`config.mk`:
```
export PLATFORM = sky130hd
export DESIGN_NAME = ncc_counts
export DESIGN_NICKNAME = d
export VERILOG_FILES = /design/src/rtl/ncc_pkg.sv /design/src/rtl/ncc_counts.sv
export SDC_FILE = /design/constraint.sdc
export NUM_CORES = 1
export LEC_CHECK = 0
export BUFFER_PORTS_ARGS = -buffer_cell sky130_fd_sc_hd__buf_2
export CORE_ASPECT_RATIO = 1.4
export CORE_MARGIN = 2
export CORE_UTILIZATION = 40
export DETAILED_ROUTE_END_ITERATION = 8
export GPL_TIMING_DRIVEN = 1
export HOLD_SLACK_MARGIN = 0.08
export PLACE_DENSITY = 0.6
export SLEW_MARGIN = 20
export SYNTH_ARGS = -nofsm -noshare
export SYNTH_HDL_FRONTEND = slang
export SYNTH_SLANG_ARGS = --single-unit
```
`constraint.sdc`:
```
create_clock -name clk -period 9 [get_ports clk]
set_input_delay 1.8 -clock clk [delete_from_list [all_inputs] [get_ports clk]]
set_output_delay 1.8 -clock clk [all_outputs]
set_load 0.1 [all_outputs]
```
`src/rtl/ncc_pkg.sv`:
```
// Shared constants and types for the nearest-centroid confusion counter.
package ncc_pkg;

  // Default sizes of the block.
  localparam int NUM_CLASSES_DEF = 6;
  localparam int AXIS_BITS_DEF   = 12;
  localparam int COUNT_BITS_DEF  = 16;

  // Centroid registers on the configuration port and the width of their index.
  localparam int NUM_CENTER_REGS = 6;
  localparam int CFG_IDX_W       = 3;

  // Item kinds carried on the input tuser bit.
  typedef enum logic {
    MODE_COUNT = 1'b0,
    MODE_CLEAR = 1'b1
  } mode_t;

  // Control from the pipeline to the counter store.
  typedef struct packed {
    logic rd_en;  // an item enters the update stage, so read its counter
    logic upd;    // the item in the update stage counts into a cell
    logic clr;    // the item in the update stage clears every counter
    logic adv;    // the item in the update stage moves on this cycle
  } cnt_ctl_t;

endpackage

```
`src/rtl/ncc_counts.sv`:
```
// Confusion-matrix counter store with valid bits, bypass and saturating increment.
module ncc_counts
  import ncc_pkg::*;
#(
  parameter int NUM_CLASSES = NUM_CLASSES_DEF,
  parameter int COUNT_BITS  = COUNT_BITS_DEF,
  localparam int CELLS      = NUM_CLASSES * NUM_CLASSES,
  localparam int ADDR_W     = $clog2(CELLS)
) (
  input  logic                  clk,
  input  logic                  rst_n,
  input  cnt_ctl_t              ctl,
  input  logic [ADDR_W-1:0]     rd_addr,
  input  logic [ADDR_W-1:0]     upd_addr,
  output logic [COUNT_BITS-1:0] cell_nxt
);

  logic [COUNT_BITS-1:0] mem [CELLS];
  logic [CELLS-1:0]      vld_r;
  logic [COUNT_BITS-1:0] rd_r;
  logic [COUNT_BITS-1:0] fwd_r;
  logic                  fwd_hit_r;
  logic [COUNT_BITS-1:0] old_cnt;
  logic                  wr_en;

  assign wr_en = ctl.adv && ctl.upd;

  // Current value of the cell being updated. A cell not written since the last
  // clear reads as zero; a write made in the same cycle as the read is bypassed.
  always_comb begin
    if (!vld_r[upd_addr]) begin
      old_cnt = '0;
    end else if (fwd_hit_r) begin
      old_cnt = fwd_r;
    end else begin
      old_cnt = rd_r;
    end
  end

  // Saturating increment.
  assign cell_nxt = (&old_cnt) ? old_cnt : old_cnt + COUNT_BITS'(1);

  // Counter memory: one write and one registered read a cycle.
  always_ff @(posedge clk) begin
    if (wr_en) begin
      mem[upd_addr] <= cell_nxt;
    end
    if (ctl.rd_en) begin
      rd_r  <= mem[rd_addr];
      fwd_r <= cell_nxt;
    end
  end

  // Bypass flag: set when the read hits the cell written at the same edge.
  always_ff @(posedge clk) begin
    if (!rst_n) begin
      fwd_hit_r <= 1'b0;
    end else if (ctl.rd_en) begin
      fwd_hit_r <= wr_en && (upd_addr == rd_addr);
    end
  end

  // Valid bits: cleared by reset and by a clear item, set by each write.
  always_ff @(posedge clk) begin
    if (!rst_n) begin
      vld_r <= '0;
    end else if (ctl.adv && ctl.clr) begin
      vld_r <= '0;
    end else if (wr_en) begin
      vld_r[upd_addr] <= 1'b1;
    end
  end

endmodule

```
* After elaboration in Yosys (flattened, before gate mapping)
Memory sizes are Yosys's and may differ from the RTL's. A register that Yosys moved wholly into a read port is not among the register bits. Index checks and enable logic that the tools add are counted.
Cells by class: bitwise gates (word level) 2, equal/unequal tests 1, add/sub/neg operators 1, multiplexer cells 9, reduce and logical (&&, ||, !) cells 6, order comparisons 2
Operators by type and width (number):
- $mux 16 | 3
- $or 36x36->36 | 1
- $add 16x1->16 const B | 1
- $reduce_and 16->1 | 1
- $lt 6x7->1 const B | 1
- $bmux 1 s6 | 1
- $demux 1 s6 | 1
- $eq 6x6->1 | 1
- $ge 6x1->1 const B | 1
- $logic_and 1x1->1 | 4
- $mux 1 | 4
- $reduce_or 2->1 | 1
- $not 1->1 | 1
Word-level totals: memories 1, logic and storage cells 25, register bits 53, RAM bits 576, output and inout port bits 16, input port bits 18
Memories:
- mem | words 36, bits a word 16, read ports 1, clocked after memory_dff 1, write ports 1, RTL line ncc_counts.sv:18 | logic [COUNT_BITS-1:0] mem [CELLS];

* Longest topological paths before layout
Gate-level depths: netlist (run 1).
depth after elaboration 5, gate-level depth with buffers 16, gate-level depth less buffers 12

* Worst setup path after synthesis (run 1)
OpenSTA, ideal clock, no wires.
path kind input to output, start in upd_addr[0], end out cell_nxt[8], stages on the path 12, data arrival time 7.596 ns, setup slack -0.396 ns, required time 7.200 ns, path buffers 2, path through buf_2 > mux4_2 > mux2_2 > nand3_1 > o211ai_2 > nor2_2 > buf_4 > nor2_1 > ha_1 > nand2_1 > nor2_1 > a211oi_1
Between the ends: longest elaborated chain between the ends 5, elaborated cells between the ends (all ways) 6, classes of those cells add/sub (1); mux (4); reduce/logical (1)
Ends and longest elaborated chain:
- start: declaration | RTL line ncc_counts.sv:14 | input logic [ADDR_W-1:0] upd_addr,
- $bmux 1 s6 (*) | RTL line ncc_counts.sv:31 | if (!vld_r[upd_addr]) begin
- $mux 1 (implied by the code) (*) | RTL line ncc_counts.sv:31
- $mux 16 (*) | RTL line ncc_counts.sv:31
- $add 16x1->16 or $reduce_and 16->1 (tied branches) | RTL line ncc_counts.sv:41 | assign cell_nxt = (&old_cnt) ? old_cnt : old_cnt + COUNT_BITS'(1);
- $mux 16 (*) | RTL line ncc_counts.sv:41
- end: declaration | RTL line ncc_counts.sv:15 | output logic [COUNT_BITS-1:0] cell_nxt
Mark *: on every way between the ends. The rest lies on a longest branch, timed or not. The select of a mux whose other input is x is not followed.

* Worst setup path after layout (run 1)
start in upd_addr[0], end out cell_nxt[6]
The elaborated chain is that of the path after synthesis.

==> metrics.md, run 1 <==
| Metric | Value |
|---|---|
| Synth Area per Inst | 21.4 µm² |
| Initial DRC count | 1409 |
| CTS root buf | clkbuf_16 |
| R2r endpoint | mem[14][5] |
| Worst reg-to-reg path cell count | 13 |
| Crit path capture type | primary output |
| Core ar. | 62900 µm² |
| Reg-to-reg setup timing slack | 4.63 ns |
| Aggregate negative setup slack | 0 ns |
| Area delta synth->final | 12.3% |
| Final hold vios | 0 |
| CTS tree | yes |
| Seq cells post-synth | 645 |
| Post-synth ARST share | 0% |
| Netlist cell types | 57 |
| Post-CTS Setup Inserts | 0 |
| Cts hold-fix bufs | 0 |
| Clk sinks | 645 |
| FMAX | 124 MHz |
| Fin Hold WS | 0.466 ns |
| Gr ovfl total | 0 |
| Synth warnings | 0 |
| Min-delay src | vld_r[14] |
| Vias per cell | 5.72 |
| Fillcell total | 5232 |
| Total track usage | 19.1% |
| Maximum vdd drop | 0.000130 V |
| Cells after DPL | 2012 |
| Port bufs | 33 |
| Global-route wire length before repair | 88300 µm |
| WHS Path Cells | 1 |
| Setup WS pre-CTS | 0.983 ns |
| Clk slew on worst S/H paths | 0.06 ns |
| Max Cap Violations | 0 |
| RSZ-0062 raised after global routing | no |
| DRT antenna net count | 0 |
| CP Data Required Time | 7.20 ns |
| Worst EP arrival | 6.25 ns |
| Final Cell Area | 28400 µm² |
| Row Count | 109 |
| Finished Core Util | 45.1% |
| PwrDens | 206 nW/µm² |
| Rel. slew slack | 26.8% |
| Routability cong. | 0.837 |
| Chip height | 301 µm |
| Max Root-Sink Buffers | 3 |
| CTS buffer count | 56 |
| Avg WL per Cell | 29.1 µm |
| Share of cells above drive strength 1 | 29.1% |
| Worst min path class | reg -> reg |
| Status | complete, no violations |
| Total Wirelength | 61400 µm |
| Starting density of the core | 40.2% |
| Dpl hpwl | 33100 µm |
| Final non-filler cell total | 2110 |
| Syn_nets | 1201 |
| Clock latency on the worst-skew pair | 0.60 ns |
| Period minus WS final | 8.05 ns |
| PostCTS Resize Cnt | 0 |
| Static Leak | 8.91 nW |
| Initial DRT Pass Iterations | 5 |
| Largest net degree at the start of global routing | 91 |
| Max-slew violations | 0 |
| Worst-margin pin slew | 1.10 ns |
| Cell Area, Synth | 25300 µm² |
| Period utilization | 89.5% |
| Worst r2r src | vld_r[13] |
| Hold endpoint | vld_r[14] |
| Placed instance area | 26700 µm² |
| Sequential share of the synthesized area | 75.2% |
| Layout net count | 1257 |
| Final setup violating endpoints | 0 |
| Final Skew | 0.0182 ns |
| Syn Inst Count | 1182 |
| Total power | 5.84 mW |
| CP startpoint kind | input pin |
| Drt drc | 0 |
| Area of the die | 65200 µm² |
| # diodes | 0 |
| Via count | 12061 |
| Die Width | 216 µm |
| I/O Pins | 34 |
| CP max FO | 20 |
| Number of synthesized flops with an enable pin | 608 |
| CP Class | in -> out |
| Vias in the first global route | 12354 |
| Ys flop type | edfxtp_1 |
| CTS H-tree lvls | 2 |
| Worst Slack Setup Final | 0.947 ns |
| Initial antenna violation count | 0 |
[flip-flops by register name (all words and copies together), names as in the netlist]
name,flops
mem,576
fwd_r,16
vld_r,36
rd_r,16
fwd_hit_r,1
[worst max path at each step]
| stage | start | end | cells past startpoint |
|---|---|---|---|
| 6_report | upd_addr[0] | cell_nxt[6] | 14 |
| 5_1_grt | upd_addr[0] | cell_nxt[6] | 14 |
| 4_1_cts | upd_addr[0] | cell_nxt[6] | 14 |
| 3_5_place_dp | upd_addr[0] | cell_nxt[6] | 14 |
| 3_3_place_gp | upd_addr[0] | cell_nxt[6] | 14 |
| 2_1_floorplan | upd_addr[4] | cell_nxt[2] | 13 |
[worst max-delay path: stages]
cell	delay (ns)
buf_2	0.33
mux4_2	0.56
mux2_2	0.28
nand3_1	0.11
o211ai_2	0.21
nor2_2	0.86
nor2_1	0.15
ha_1	0.30
inv_1	0.13
or4b_1	0.29
nand4_1	0.17
xnor2_1	0.17
nor2_2	0.34
buf_2	0.53
[Yosys cell counts (all sizes together) (3+ instances only)]
cell | instances | area, µm²
xnor2 | 5 | 43.8
o21a | 36 | 270
nand2 | 34 | 128
nand4b | 3 | 41.3
a221o | 4 | 40.0
edfxtp | 608 | 18300
xor2 | 13 | 114
mux4 | 179 | 4030
o211ai | 3 | 27.5
clkbuf | 28 | 105
inv | 6 | 22.5
nor2b | 6 | 37.5
dfxtp | 37 | 741
a21oi | 5 | 25.0
nor2 | 56 | 213
nand3b | 6 | 45.0
nand3 | 11 | 55.1
nand4 | 6 | 43.8
mux2i | 33 | 330
buf | 36 | 220
o21ai | 22 | 110
mux2 | 5 | 56.3
nor3 | 6 | 30.0
[cells in the final DEF, fill, tap and decap left out, drive strengths merged, types with 3 or more instances in the layout]
master | netlist | routed
o21a | 36 | 36
mux4 | 179 | 179
o211ai | 3 | 3
nor3 | 6 | 6
mux2 | 5 | 5
clkinv | 0 | 21
buf | 36 | 62
a221o | 4 | 4
mux2i | 33 | 33
a21oi | 5 | 5
dfxtp | 37 | 37
bufinv | 0 | 3
inv | 6 | 8
nand3b | 6 | 6
edfxtp | 608 | 608
xor2 | 13 | 13
clkbuf | 28 | 71
nand3 | 11 | 11
nor2 | 56 | 56
o21ai | 22 | 22
nand2 | 34 | 34
xnor2 | 5 | 5
nor2b | 6 | 6
nand4 | 6 | 6
nand4b | 3 | 3
[cell type report]
type	instances	area [µm²]	share of cell area, %
Sequential cell	645	19000	67.0
Multi-Input combinational cell	467	6220	21.9
Clock buffer	71	1480	5.21
Tap cell	832	1040	3.67
Timing Repair Buffer	62	412	1.45
Clock inverter	27	205	0.723
Inverter	6	22.5	0.0794
[kinds of logic (layout without fill, tap and decap cells)]
logic type	after synthesis	in the layout	synth area share [%]
compound gates	90	90	2.53
xor+xnor	18	18	0.624
fa+ha+maj	1	1	0.0495
buf+inv	70	166	1.38
flops	645	645	75.2
mux	217	217	17.5
simple gates	141	141	2.75
[power by group]
group / switching (mW) / total, mW / leakage [nW] / internal, mW
logic: 0.167 / 0.280 / 2.12 / 0.113
registers: 0.00849 / 3.28 / 5.97 / 3.28
clock network: 1.03 / 2.27 / 0.825 / 1.24
[per-layer routing]
layer  GRT usage [%]  wire (µm)  vias up  share of wire (%)
li1                -          -     5033                  -
met1            26.8      25900     6517                 42
met2            31.7      30700      416                 50
met3            2.38       3390       95                5.5
met4            5.28       1500        0                2.4
met5               0          0        -                  0
No activity file was read; power rests on OpenSTA's default activity.
==> run 2: changes to the inputs <==
Settings changed: CORE_ASPECT_RATIO 1.4 to default.
==> run 2 against run 1 <==
Sequential power about the same. Register-to-register slack worse by 0.16 ns. Cell area up 1.6%. Setup slack worse by 0.23 ns. Critical endpoint is now cell_nxt[3].
==> metrics.md, run 2 (same netlist as run 1, synthesis figures left out) <==
| Metric | Value |
|---|---|
| Final non-filler cell total | 2157 |
| Most frequent cells in the layout | edfxtp_1 (608), mux4_2 (179), clkbuf_16 (70), buf_4 (42), dfxtp_1 (37) |
| Dpl hpwl | 32200 µm |
| Maximum vdd drop | 0.000131 V |
| Final Cell Area | 28800 µm² |
| Drt drc | 0 |
| Total Wirelength | 59800 µm |
| CTS root buf | clkbuf_16 |
| Clk sinks | 645 |
| Total power | 6.21 mW |
| CP startpoint kind | input pin |
| CP Class | in -> out |
| Clock latency on the worst-skew pair | 0.59 ns |
| Layout net count | 1283 |
| Final hold vios | 0 |
| Rel. slew slack | 29.6% |
| Worst-margin pin slew | 1.06 ns |
| Max Cap Violations | 0 |
| CTS H-tree lvls | 3 |
| Global-route wire length before repair | 86600 µm |
| Max FFs per register | 576 |
| Avg WL per Cell | 27.7 µm |
| Initial antenna violation count | 1 |
| I/O Pins | 34 |
| Fillcell total | 5227 |
| PwrDens | 216 nW/µm² |
| Placed instance area | 26700 µm² |
| CTS buffer count | 68 |
| Port bufs | 33 |
| Largest registers | mem x576, vld_r x36 |
| CTS tree | yes |
| # diodes | 0 |
| RSZ-0062 raised after global routing | no |
| Routability cong. | 0.809 |
| FMAX | 121 MHz |
| Starting density of the core | 40.3% |
| DRT antenna net count | 0 |
| Area delta synth->final | 14.1% |
| Core ar. | 62700 µm² |
| Max-slew violations | 0 |
| CP max FO | 20 |
| Worst min path class | reg -> reg |
| Vias in the first global route | 12248 |
| Area of the die | 65200 µm² |
| CP Data Required Time | 7.20 ns |
| Top routing layer used | met4 |
| Worst EP arrival | 6.48 ns |
| Total track usage | 18.5% |
| Initial DRC count | 1209 |
| Period minus WS final | 8.28 ns |
| Largest net degree at the start of global routing | 87 |
| Status | complete, no violations |
| Via count | 12201 |
| PostCTS Resize Cnt | 0 |
| Die Width | 255 µm |
| Met1 Wirelength | 26300 µm |
| Share of cells above drive strength 1 | 30.9% |
| Cts hold-fix bufs | 0 |
| Static Leak | 9.17 nW |
| Period utilization | 92.0% |
| Largest Register | mem |
| Cells after DPL | 2040 |
| Vias per cell | 5.66 |
| WL met2 | 28100 µm |
| Max Root-Sink Buffers | 3 |
| Chip height | 255 µm |
| Met3 wire length | 4140 µm |
| Row Count | 92 |
| Clk slew on worst S/H paths | 0.06 ns |
| Commonest non-fill, non-tap cell in the layout | edfxtp_1 |
| Initial DRT Pass Iterations | 5 |
| Gr ovfl total | 0 |
| Final Skew | 0.0222 ns |
| Aggregate negative setup slack | 0 ns |
| Crit path capture type | primary output |
| Final setup violating endpoints | 0 |
| Post-CTS Setup Inserts | 0 |
-- run 2: cell types whose count changed in the layout (fill, tap and decap cells not counted), sizes merged --
cell and change:
buf +14, bufinv -1, clkbuf +24, clkinv -7, clkinvlp +2, inv +1
-- run 2: metal layers --
metal / vias up / global-route usage, %
met5: - / 0
met3: 87 / 4.02
met2: 440 / 28.5
li1: 5101 / -
met4: 0 / 4.77
met1: 6573 / 27.0
-- run 2: worst max-delay path: stages --
cell and delay, ns:
buf_2 0.34, mux4_2 0.55, mux2_2 0.27, nand3_1 0.12
o211ai_2 0.25, nor2_2 0.89, nor2_1 0.12, ha_1 0.31
inv_1 0.12, or4b_1 0.28, nand3_1 0.15, xnor2_1 0.16
nor2b_2 0.52, buf_2 0.56
-- run 2: final cells by class --
class / instances / area (µm²) / area share (%)
multi-input combinational: 467 / 6150 / 21.3
tap: 846 / 1060 / 3.67
inverter: 6 / 22.5 / 0.0781
timing repair buffer: 76 / 517 / 1.79
sequential: 645 / 19000 / 65.9
clock buffer: 95 / 1920 / 6.64
clock inverter: 22 / 168 / 0.582
-- run 2: where the power goes --
part	internal (mW)	switching, mW	leakage (nW)
combinational	0.113	0.168	2.19
sequential	3.28	0.0105	5.97
clock	1.54	1.11	1.01
total	4.93	1.28	9.17
-- run 2: worst paths after layout --
path              depth (start not counted)          end   startpoint  slack [ns]
setup reg to reg                         13   mem[17][7]    vld_r[12]        4.47
hold reg to reg                           1     vld_r[3]     vld_r[3]        0.47
hold / removal                            1     vld_r[3]     vld_r[3]        0.47
setup / recovery                         14  cell_nxt[3]  upd_addr[0]        0.72
-- run 2: metrics by stage --
step / hold slack [ns] / setup slack (ns) / utilization, %
4_1_cts: 0.467 / 0.751 / 46.0
2_1_floorplan: 0.435 / 0.327 / -
3_5_place_dp: 0.453 / 0.763 / 42.6
3_3_place_gp: 0.446 / 0.915 / 42.6
5_1_grt: 0.486 / 0.490 / 46.0
6_report: 0.468 / 0.716 / 46.0
